**config.mk**
```make
export PLATFORM = sky130hd
export DESIGN_NAME = socks5_client_reply_parser_top
export DESIGN_NICKNAME = d
export VERILOG_FILES = /design/src/sk5_pkg.sv /design/src/sk5_parse.sv /design/src/socks5_client_reply_parser_top.sv
export SDC_FILE = /design/constraint.sdc
export NUM_CORES = 1
export LEC_CHECK = 0
export ABC_CLOCK_PERIOD_IN_PS = 5700
export BUFFER_PORTS_ARGS = -buffer_cell sky130_fd_sc_hd__buf_2
export CAP_MARGIN = 10
export CORE_ASPECT_RATIO = 0.75
export CORE_MARGIN = 2
export CORE_UTILIZATION = 30
export DETAILED_ROUTE_END_ITERATION = 8
export GPL_TIMING_DRIVEN = 0
export PLACE_DENSITY = 0.5
export SETUP_SLACK_MARGIN = 0.1
export SYNTH_ARGS = -nofsm -noshare
export SYNTH_HDL_FRONTEND = slang
export SYNTH_HIERARCHICAL = 1
export SYNTH_SLANG_ARGS = --single-unit
export TNS_END_PERCENT = 20
```
**constraint.sdc**
```tcl
create_clock -name clk -period 5.7 [get_ports clk]
set_input_delay 1.14 -clock clk [delete_from_list [all_inputs] [get_ports clk]]
set_output_delay 1.14 -clock clk [all_outputs]
set_load 0.005 [all_outputs]
```
**src/sk5_pkg.sv**
```systemverilog
// types and constants shared by the socks5 reply parser modules
package sk5_pkg;

	localparam logic [2:0] PH_GREET = 3'd0;
	localparam logic [2:0] PH_AUTH  = 3'd1;
	localparam logic [2:0] PH_CONN  = 3'd2;
	localparam logic [2:0] PH_HLEN  = 3'd3;
	localparam logic [2:0] PH_ADDR  = 3'd4;
	localparam logic [2:0] PH_DONE  = 3'd5;

	localparam logic [3:0] ST_MORE        = 4'd0;
	localparam logic [3:0] ST_SEND_AUTH   = 4'd1;
	localparam logic [3:0] ST_SEND_CONN   = 4'd2;
	localparam logic [3:0] ST_AUTH_OK     = 4'd3;
	localparam logic [3:0] ST_OPEN        = 4'd4;
	localparam logic [3:0] ST_BAD_VER     = 4'd5;
	localparam logic [3:0] ST_REJECTED    = 4'd6;
	localparam logic [3:0] ST_BAD_METHOD  = 4'd7;
	localparam logic [3:0] ST_AUTH_FAIL   = 4'd8;
	localparam logic [3:0] ST_BAD_CONNVER = 4'd9;
	localparam logic [3:0] ST_CONN_FAIL   = 4'd10;
	localparam logic [3:0] ST_IGNORED     = 4'd11;

	localparam logic [7:0] SOCKS_VER    = 8'h05;
	localparam logic [7:0] METH_NONE    = 8'h00;
	localparam logic [7:0] METH_USERPW  = 8'h02;
	localparam logic [7:0] METH_REJECT  = 8'hFF;
	localparam logic [7:0] REP_OK       = 8'h00;
	localparam logic [7:0] ATYP_IPV4    = 8'h01;
	localparam logic [7:0] ATYP_HOST    = 8'h03;
	localparam logic [7:0] ATYP_IPV6    = 8'h04;

	localparam logic [8:0] LEFT_IPV4  = 9'd6;
	localparam logic [8:0] LEFT_IPV6  = 9'd18;
	localparam logic [8:0] LEFT_PORT  = 9'd2;

	typedef struct packed {
		logic       restart;
		logic [7:0] rx_byte;
	} sk5_in_t;

	typedef struct packed {
		logic [3:0] status;
		logic [7:0] reply_code;
		logic [7:0] bound_addr_type;
	} sk5_out_t;

	typedef struct packed {
		logic [2:0] phase;
		logic [2:0] header_index;
		logic [8:0] bytes_left;
		logic [7:0] addr_type_hold;
	} sk5_state_t;

	localparam sk5_state_t STATE_RESET = '{
		phase: PH_GREET, header_index: 3'd0, bytes_left: 9'd0, addr_type_hold: 8'd0
	};

endpackage

```
**src/sk5_parse.sv**
```systemverilog
// next-state and result logic for one received byte
module sk5_parse import sk5_pkg::*; (
	input  sk5_state_t state,
	input  sk5_in_t    item,
	output sk5_state_t state_next,
	output sk5_out_t   result
);

	sk5_state_t cur;
	logic [7:0] b;

	always_comb begin
		cur = item.restart ? STATE_RESET : state;
		b = item.rx_byte;
		state_next = cur;
		result = '{status: ST_MORE, reply_code: 8'd0, bound_addr_type: 8'd0};

		unique case (cur.phase)
			PH_GREET: begin
				if (cur.header_index == 3'd0) begin
					if (b != SOCKS_VER) begin
						result.status = ST_BAD_VER;
						state_next.phase = PH_DONE;
					end else begin
						state_next.header_index = 3'd1;
					end
				end else begin
					state_next.header_index = 3'd0;
					if (b == METH_NONE) begin
						result.status = ST_SEND_CONN;
						state_next.phase = PH_CONN;
					end else if (b == METH_USERPW) begin
						result.status = ST_SEND_AUTH;
						state_next.phase = PH_AUTH;
					end else if (b == METH_REJECT) begin
						result.status = ST_REJECTED;
						result.reply_code = b;
						state_next.phase = PH_DONE;
					end else begin
						result.status = ST_BAD_METHOD;
						result.reply_code = b;
						state_next.phase = PH_DONE;
					end
				end
			end
			PH_AUTH: begin
				// version byte of the auth reply is not checked
				if (cur.header_index == 3'd0) begin
					state_next.header_index = 3'd1;
				end else begin
					state_next.header_index = 3'd0;
					if (b == REP_OK) begin
						result.status = ST_AUTH_OK;
						state_next.phase = PH_CONN;
					end else begin
						result.status = ST_AUTH_FAIL;
						result.reply_code = b;
						state_next.phase = PH_DONE;
					end
				end
			end
			PH_CONN: begin
				if (cur.header_index == 3'd0) begin
					if (b != SOCKS_VER) begin
						result.status = ST_BAD_CONNVER;
						state_next.phase = PH_DONE;
					end else begin
						state_next.header_index = 3'd1;
					end
				end else if (cur.header_index == 3'd1) begin
					if (b != REP_OK) begin
						result.status = ST_CONN_FAIL;
						result.reply_code = b;
						state_next.phase = PH_DONE;
					end else begin
						state_next.header_index = 3'd2;
					end
				end else if (cur.header_index == 3'd2) begin
					// reserved byte
					state_next.header_index = 3'd3;
				end else begin
					state_next.header_index = 3'd0;
					state_next.addr_type_hold = b;
					if (b == ATYP_IPV4) begin
						state_next.bytes_left = LEFT_IPV4;
						state_next.phase = PH_ADDR;
					end else if (b == ATYP_IPV6) begin
						state_next.bytes_left = LEFT_IPV6;
						state_next.phase = PH_ADDR;
					end else if (b == ATYP_HOST) begin
						state_next.phase = PH_HLEN;
					end else begin
						// unknown type: only the port follows
						state_next.bytes_left = LEFT_PORT;
						state_next.phase = PH_ADDR;
					end
				end
			end
			PH_HLEN: begin
				state_next.bytes_left = {1'b0, b} + LEFT_PORT;
				state_next.phase = PH_ADDR;
			end
			PH_ADDR: begin
				if (cur.bytes_left <= 9'd1) begin
					state_next.bytes_left = 9'd0;
					state_next.phase = PH_DONE;
					result.status = ST_OPEN;
					result.bound_addr_type = cur.addr_type_hold;
				end else begin
					state_next.bytes_left = cur.bytes_left - 9'd1;
				end
			end
			default: begin
				// finished and unused phase codes
				result.status = ST_IGNORED;
			end
		endcase
	end

endmodule

```
**src/socks5_client_reply_parser_top.sv**
```systemverilog
// socks5 client reply parser: input register, parse logic, result register
// a byte is taken into the input register, parsed, and its result is held in the result
// register until it is taken
// throughput: one byte per cycle while result_stall is low, one result per byte
// the input stage refills in the same cycle that the result register is taken
// reset clears the parser state to the greeting phase and empties both stages
module socks5_client_reply_parser_top import sk5_pkg::*; (
	input  logic     clk,
	input  logic     arst_n,
	input  logic     item_valid,
	output logic     item_stall,
	input  sk5_in_t  item,
	output logic     result_valid,
	input  logic     result_stall,
	output sk5_out_t result
);

	logic       valid_s1;
	sk5_in_t    item_s1;
	sk5_state_t state_q;
	sk5_state_t state_next;
	sk5_out_t   result_next;
	logic       valid_s2;
	sk5_out_t   result_s2;
	logic       s2_free;
	logic       s1_free;

	assign s2_free = !valid_s2 || !result_stall;
	assign s1_free = !valid_s1 || s2_free;
	assign item_stall = !s1_free;

	sk5_parse u_parse (
		.state      (state_q),
		.item       (item_s1),
		.state_next (state_next),
		.result     (result_next)
	);

	always_ff @(posedge clk or negedge arst_n) begin
		if (!arst_n) begin
			valid_s1 <= 1'b0;
			valid_s2 <= 1'b0;
			state_q <= STATE_RESET;
		end else begin
			if (s1_free) begin
				valid_s1 <= item_valid;
			end
			if (s2_free) begin
				valid_s2 <= valid_s1;
				if (valid_s1) begin
					state_q <= state_next;
				end
			end
		end
	end

	always_ff @(posedge clk) begin
		if (s1_free && item_valid) begin
			item_s1 <= item;
		end
		if (s2_free && valid_s1) begin
			result_s2 <= result_next;
		end
	end

	assign result_valid = valid_s2;
	assign result = result_s2;

endmodule

```
==> impl_metrics.env, run 1 <==
export IMPL_avgRoutedWirePerCell_um=17.9
export IMPL_hold_buffers=0
export IMPL_hp_class="register to register"
export IMPL_combPwrFrac=0.197
export IMPL_post_cts_buffers=0
export IMPL_regToRegSetupSlack_ns=2.11
export IMPL_swShare=0.286
export IMPL_crit_chain="buf_2 > clkbuf_1 > inv_1 > clkbuf_1 > nand2_1 > ha_1 > o21ba_2 > o41ai_4 > o31ai_1 > a221o_1 > mux2_2"
export IMPL_peakVddDrop_uv=133
export IMPL_htree_levels=2
export IMPL_fmax_mhz=279
export IMPL_layout_min_cycle_time_ns=3.59
export IMPL_switchingPower_uw=290
export IMPL_end_kind="register"
export IMPL_avgSynthCellArea_um2=10.0
export IMPL_cellInternalPower_uw=722
export IMPL_gp_congestion=0.885
export IMPL_grt_max_degree=30
export IMPL_finalClockSkew_ns=0.00569
export IMPL_grt_pass1_wl_mm=14.8
export IMPL_arrival_ns=3.78
export IMPL_cts_resized_gates=0
export IMPL_synth_seq_cells=54
export IMPL_yosysMostFrequentCell="nand2_1"
export IMPL_tns_ns=0
export IMPL_syn_inst=330
export IMPL_numCtsBuffers=5
export IMPL_synth_area_mm2=0.00330
export IMPL_num_nets_final=387
export IMPL_drive_above_1_share=0.239
export IMPL_hold_path_startpoint="valid_s1"
export IMPL_critPathLaunchType="register"
export IMPL_routed_wl_mm=9.14
export IMPL_track_usage=0.160
export IMPL_setup_violations=0
export IMPL_slowest_stage="clkbuf_1"
export IMPL_io_buffer_count=34
export IMPL_die_area_mm2=0.0119
export IMPL_critPathKind="register to register"
export IMPL_synthTopCellsByCount="34 x nand2_1, 32 x nor2_1, 29 x edfxtp_1"
export IMPL_slew_violations=0
export IMPL_slowest_delay_ns=0.47
export IMPL_grt_pass1_vias=2655
export IMPL_cap_violations=0
export IMPL_clkPwrFrac=0.353
export IMPL_tightest_slew_ns=0.793
export IMPL_clk_latency_ns=0.30
export IMPL_finish_utilization=0.353
export IMPL_worstReg2RegStart="item_s1[8]"
export IMPL_crit_family="buffers and inverters"
export IMPL_leakage_nw=1.54
export IMPL_via_per_inst=5.38
export IMPL_synth_area_top_cells="edfxtp_1 26%, dfrtp_1 19%, mux2_2 7.8%, nand2_1 3.9%, nor2_1 3.6%"
export IMPL_ys_flop_type="edfxtp_1"
export IMPL_crit_cells=11
export IMPL_antenna_found_initial=0
export IMPL_areaGrowthSynthToFinish_pct=15.5
export IMPL_root_buffer="clkbuf_16"
export IMPL_path_clk_slew_ns=0.07
export IMPL_core_mm2=0.0108
export IMPL_ys_warn_count=6
export IMPL_yosysSeqAreaShare=0.453
export IMPL_drtPass1Iterations=4
export IMPL_worst_hold_path_endpoint="result_valid"
export IMPL_status="complete, no violations"
export IMPL_whs_path_depth=1
export IMPL_cts_tree="yes"
export IMPL_drc=0
export IMPL_synth_edf_count=29
export IMPL_synthesis_nets=346
export IMPL_drtAntennaViolNets=0
export IMPL_post_route_period_util=0.629
export IMPL_crit_fanout=10
export IMPL_r2r_cells=11
export IMPL_vias=2756
export IMPL_antennaDiodeCount=0
export IMPL_grt_overflow=0
export IMPL_rsz0062_at_grt="no"
export IMPL_fp_dieH_um=94.9
export IMPL_row_count=33
export IMPL_power_density_mw_per_mm2=265
export IMPL_timing_rr_end="state_q[14]"
export IMPL_dpl_hpwl_mm=6.71
export IMPL_chipWidth_um=125
export IMPL_crit_path_frequent_cell="clkbuf_1"
export IMPL_ys_types=63
export IMPL_seqPwrFrac=0.450
export IMPL_cp_required_ns=5.89
export IMPL_initial_core_util=0.305
export IMPL_first_iter_violations=229
export IMPL_clock_sinks=54
export IMPL_worst_path_buf_inv=4
export IMPL_hold_viol=0
export IMPL_ios=35
export IMPL_async_reset_ff_frac=0.463
export IMPL_cts_buffer_depth=2
export IMPL_finalPower_mw=1.01
export IMPL_synth_top_cell_area_share=0.264
export IMPL_relSlewSlack=0.470
export IMPL_synth_top_area_cell="edfxtp_1"
==> through the flow <==
step                hold WS (ns)  instances  setup WS (ns)  instance area, um^2
floorplan                  0.456        330           3.07                 3300
global placement           0.472        504           2.08                 3650
detailed placement         0.489        504           2.17                 3650
CTS                        0.498        512           2.16                 3810
global route               0.515        512           1.89                 3810
finish                     0.491        512           2.11                 3810
==> cells by family (layout without fill, tap and decap cells) <==
group / count (synthesis) / in the layout / share of synthesized area
compound gates: 83 / 83 / 0.176
xor+xnor: 6 / 6 / 0.0159
fa+ha+maj: 3 / 3 / 0.0114
buf+inv: 22 / 64 / 0.0348
flops: 54 / 54 / 0.453
mux: 24 / 24 / 0.0814
simple gates: 138 / 138 / 0.227
==> registers in the layout, summed over array words and instances, names as in the netlist <==
signal        count
state_q          23
result_valid      1
valid_s1          1
item_s1           9
result           20
==> power groups by stage <==
| stage | logic [mW] | registers [mW] | clock network [mW] |
|---|---|---|---|
| finish | 0.200 | 0.455 | 0.357 |
| global route | 0.223 | 0.458 | 0.379 |
| CTS | 0.200 | 0.455 | 0.368 |
| detailed placement | 0.200 | 0.463 | 0 |
| global placement | 0.201 | 0.463 | 0 |
| floorplan | 0.132 | 0.462 | 0 |
==> worst register-to-register path, delay by kind of cell, from the launching register on <==
family | cells | cell delay (ns)
and+or+nand+nor | 1 | 0.21
DFF | 1 | 0.40
muxes | 1 | 0.27
buffers and inverters | 4 | 1.42
adders and majority gates | 1 | 0.18
AOI/OAI and AO/OA | 4 | 1.00
==> layer usage <==
metal,up-vias,routed length (um),track usage
li1,1321,-,-
met1,1341,4710,0.237
met2,81,3780,0.238
met3,13,484,0.0283
met4,0,172,0.0509
met5,-,0,0
==> cells in the final DEF (no fill, tap or decap), types with 4 or more instances in the layout <==
cell,n
nand2_1,34
o21ai_1,8
edfxtp_1,29
nand3b_1,4
o21ai_0,19
nor3_1,10
a31oi_1,5
nand3_1,10
nor2_1,32
o211ai_1,6
buf_2,42
clkbuf_1,7
or3_1,4
and3_1,6
clkbuf_16,5
and2_1,9
inv_1,4
a21oi_1,15
xor2_1,5
mux2_2,23
a221o_1,4
dfrtp_1,25
==> worst max-delay path by stage <==
stage	start	endpoint	slack, ns
finish	item_s1[8]	state_q[14]	2.11
global route	item_s1[8]	state_q[14]	1.89
CTS	item_s1[8]	state_q[14]	2.16
detailed placement	item_s1[8]	state_q[14]	2.17
global placement	item_s1[8]	state_q[14]	2.08
floorplan	item_s1[8]	state_q[14]	3.07
==> final cells by class <==
cell class | instances | area, um^2
Timing Repair Buffer | 34 | 170
Fill cell | 1099 | 7000
Sequential cell | 54 | 1500
Clock buffer | 6 | 129
Multi-Input combinational cell | 254 | 1690
Clock inverter | 2 | 37.5
Tap cell | 140 | 175
Inverter | 5 | 18.8
Buffer | 17 | 96.3
(Power assumes the default switching activity.)
==> run 2, diff against run 1 <==
- ABC_AREA: default -> 1
- ABC_CLOCK_PERIOD_IN_PS: 5700 -> 3300
- clock period: 5.7 -> 3.3 ns (I/O delays scaled with it)
==> impl_metrics.env, run 2 <==
export IMPL_core_mm2=0.0114
export IMPL_rsz0062_at_grt="no"
export IMPL_final_cell_mix="139 x nand2_1, 50 x nand3_1, 49 x inv_1, 41 x nor2_1, 34 x buf_2"
export IMPL_dpl_hpwl_mm=7.22
export IMPL_layout_min_cycle_time_ns=2.47
export IMPL_r2r_cells=11
export IMPL_grt_overflow=0
export IMPL_fmax_mhz=405
export IMPL_slew_violations=0
export IMPL_final_common_cell="nand2_1"
export IMPL_gp_congestion=0.905
export IMPL_io_buffer_count=34
export IMPL_antennaDiodeCount=0
export IMPL_hp_class="input port to asynchronous set/reset pin"
export IMPL_drive_above_1_share=0.195
export IMPL_synth_area_top_cells="edfxtp_1 25%, dfrtp_1 18%, nand2_1 15%, nand3_1 7.2%, inv_1 5.3%"
export IMPL_relSlewSlack=0.462
export IMPL_yosysSeqAreaShare=0.429
export IMPL_initial_core_util=0.305
export IMPL_async_reset_ff_frac=0.463
export IMPL_cp_required_ns=3.45
export IMPL_setup_violations=0
export IMPL_met3_usage=0.0363
export IMPL_post_route_period_util=0.748
export IMPL_worstReg2RegStart="item_s1[8]"
export IMPL_via_per_inst=4.99
export IMPL_cts_buffer_depth=2
export IMPL_syn_inst=451
export IMPL_synth_edf_count=29
export IMPL_synth_area_mm2=0.00349
export IMPL_num_nets_final=508
export IMPL_top_usage_layer="met1"
export IMPL_htree_levels=2
export IMPL_synthesis_nets=467
export IMPL_finalClockSkew_ns=0.00614
export IMPL_drtPass1Iterations=5
export IMPL_numCtsBuffers=5
export IMPL_synth_top_cell_area_share=0.250
export IMPL_cap_violations=0
export IMPL_n_fill_cell=1208
export IMPL_drtAntennaViolNets=0
export IMPL_status="complete, no violations"
export IMPL_cts_resized_gates=0
export IMPL_critPathKind="register to register"
export IMPL_die_area_mm2=0.0125
export IMPL_grt_pass1_wl_mm=15.5
export IMPL_arrival_ns=2.62
export IMPL_tns_ns=0
export IMPL_cts_tree="yes"
export IMPL_regToRegSetupSlack_ns=0.83
export IMPL_row_count=34
export IMPL_grt_pass1_vias=2980
export IMPL_hold_viol=0
export IMPL_crit_fanout=10
export IMPL_track_usage=0.158
export IMPL_critPathLaunchType="register"
export IMPL_routed_wl_mm=9.43
export IMPL_vias=3178
export IMPL_antenna_found_initial=0
export IMPL_ios=35
export IMPL_power_density_mw_per_mm2=404
export IMPL_largest_register="state_q"
export IMPL_leakage_nw=2.02
export IMPL_grt_max_degree=26
export IMPL_synth_seq_cells=54
export IMPL_synth_top_area_cell="edfxtp_1"
export IMPL_largest_register_ffs=23
export IMPL_gr_usage_met2=0.214
export IMPL_end_kind="register"
export IMPL_path_clk_slew_ns=0.07
export IMPL_ys_flop_type="edfxtp_1"
export IMPL_areaGrowthSynthToFinish_pct=14.1
export IMPL_avgRoutedWirePerCell_um=14.8
export IMPL_clock_sinks=54
export IMPL_yosysMostFrequentCell="nand2_1"
export IMPL_clk_latency_ns=0.30
export IMPL_drc=0
export IMPL_timing_rr_end="result[7]"
export IMPL_root_buffer="clkbuf_16"
export IMPL_post_cts_buffers=0
export IMPL_ys_types=39
export IMPL_peakVddDrop_uv=220
export IMPL_first_iter_violations=247
export IMPL_fp_dieH_um=97.4
export IMPL_multi_input_area_mm2=0.00163
export IMPL_chipWidth_um=128
export IMPL_ys_warn_count=6
export IMPL_synthTopCellsByCount="139 x nand2_1, 50 x nand3_1, 49 x inv_1"
export IMPL_regArea_mm2=0.00150
export IMPL_grt_use_met1=0.252
export IMPL_finish_utilization=0.348
export IMPL_hold_buffers=0
export IMPL_tightest_slew_ns=0.807
export IMPL_avgSynthCellArea_um2=7.73
run 2: cell families after synthesis:
family	after synthesis	synth area share
AOI/OAI and AO/OA	35	0.0617
and+or+nand+nor	289	0.391
xor gates and xnor gates	2	0.00502
adders and majority gates	3	0.0108
DFF	54	0.429
buffers and inverters	68	0.103
run 2: routing by layer:
| metal | share of wire | routed length [um] |
|---|---|---|
| met1 | 0.52 | 4950 |
| met2 | 0.40 | 3810 |
| met3 | 0.059 | 561 |
| met4 | 0.012 | 113 |
| met5 | 0 | 0 |
run 2: worst max-delay path by stage:
stage | startpoint | to | slack [ns] | depth (start not counted)
4_1_cts | item_s1[8] | result[0] | 0.83 | 11
2_1_floorplan | item_s1[8] | state_q[14] | 1.30 | 17
3_3_place_gp | item_s1[8] | result[0] | 0.86 | 11
5_1_grt | item_s1[8] | result[0] | 0.67 | 11
3_5_place_dp | item_s1[8] | result[0] | 0.85 | 11
6_report | item_s1[8] | result[7] | 0.83 | 11
run 2: per-stage QoR:
step / hold slack (ns) / cells / power (mW) / area (um^2) / setup WS, ns
floorplan: 0.364 / 451 / 0.985 / 3490 / 1.30
global placement: 0.459 / 629 / 1.09 / 3840 / 0.859
detailed placement: 0.466 / 629 / 1.09 / 3840 / 0.849
CTS: 0.403 / 637 / 1.63 / 3980 / 0.834
global route: 0.427 / 637 / 1.70 / 3980 / 0.668
finish: 0.370 / 637 / 1.61 / 3980 / 0.833
run 2: critical path, stage by stage (launching register included):
cell and delay (ns):
edfxtp_1 0.57, inv_4 0.18, buf_12 0.16, nand2_1 0.15
inv_1 0.14, ha_1 0.15, inv_1 0.04, nor2_1 0.12
nand3_2 0.13, a21oi_1 0.33, inv_2 0.20, nor2_1 0.15
run 2: report_power, final:
part | switching (mW) | total [mW] | internal (mW)
clock network | 0.247 | 0.531 | 0.284
logic | 0.197 | 0.287 | 0.0907
registers | 0.0306 | 0.791 | 0.760
run 2: final cells by class:
type | count | share of cell area
multi-input cells | 329 | 0.410
flip-flops and latches | 54 | 0.376
inverters | 55 | 0.0525
well taps | 144 | 0.0453
repair buffers | 34 | 0.0428
plain buffers | 13 | 0.0374
clock buffers | 6 | 0.0324
clock inverters | 2 | 0.00346
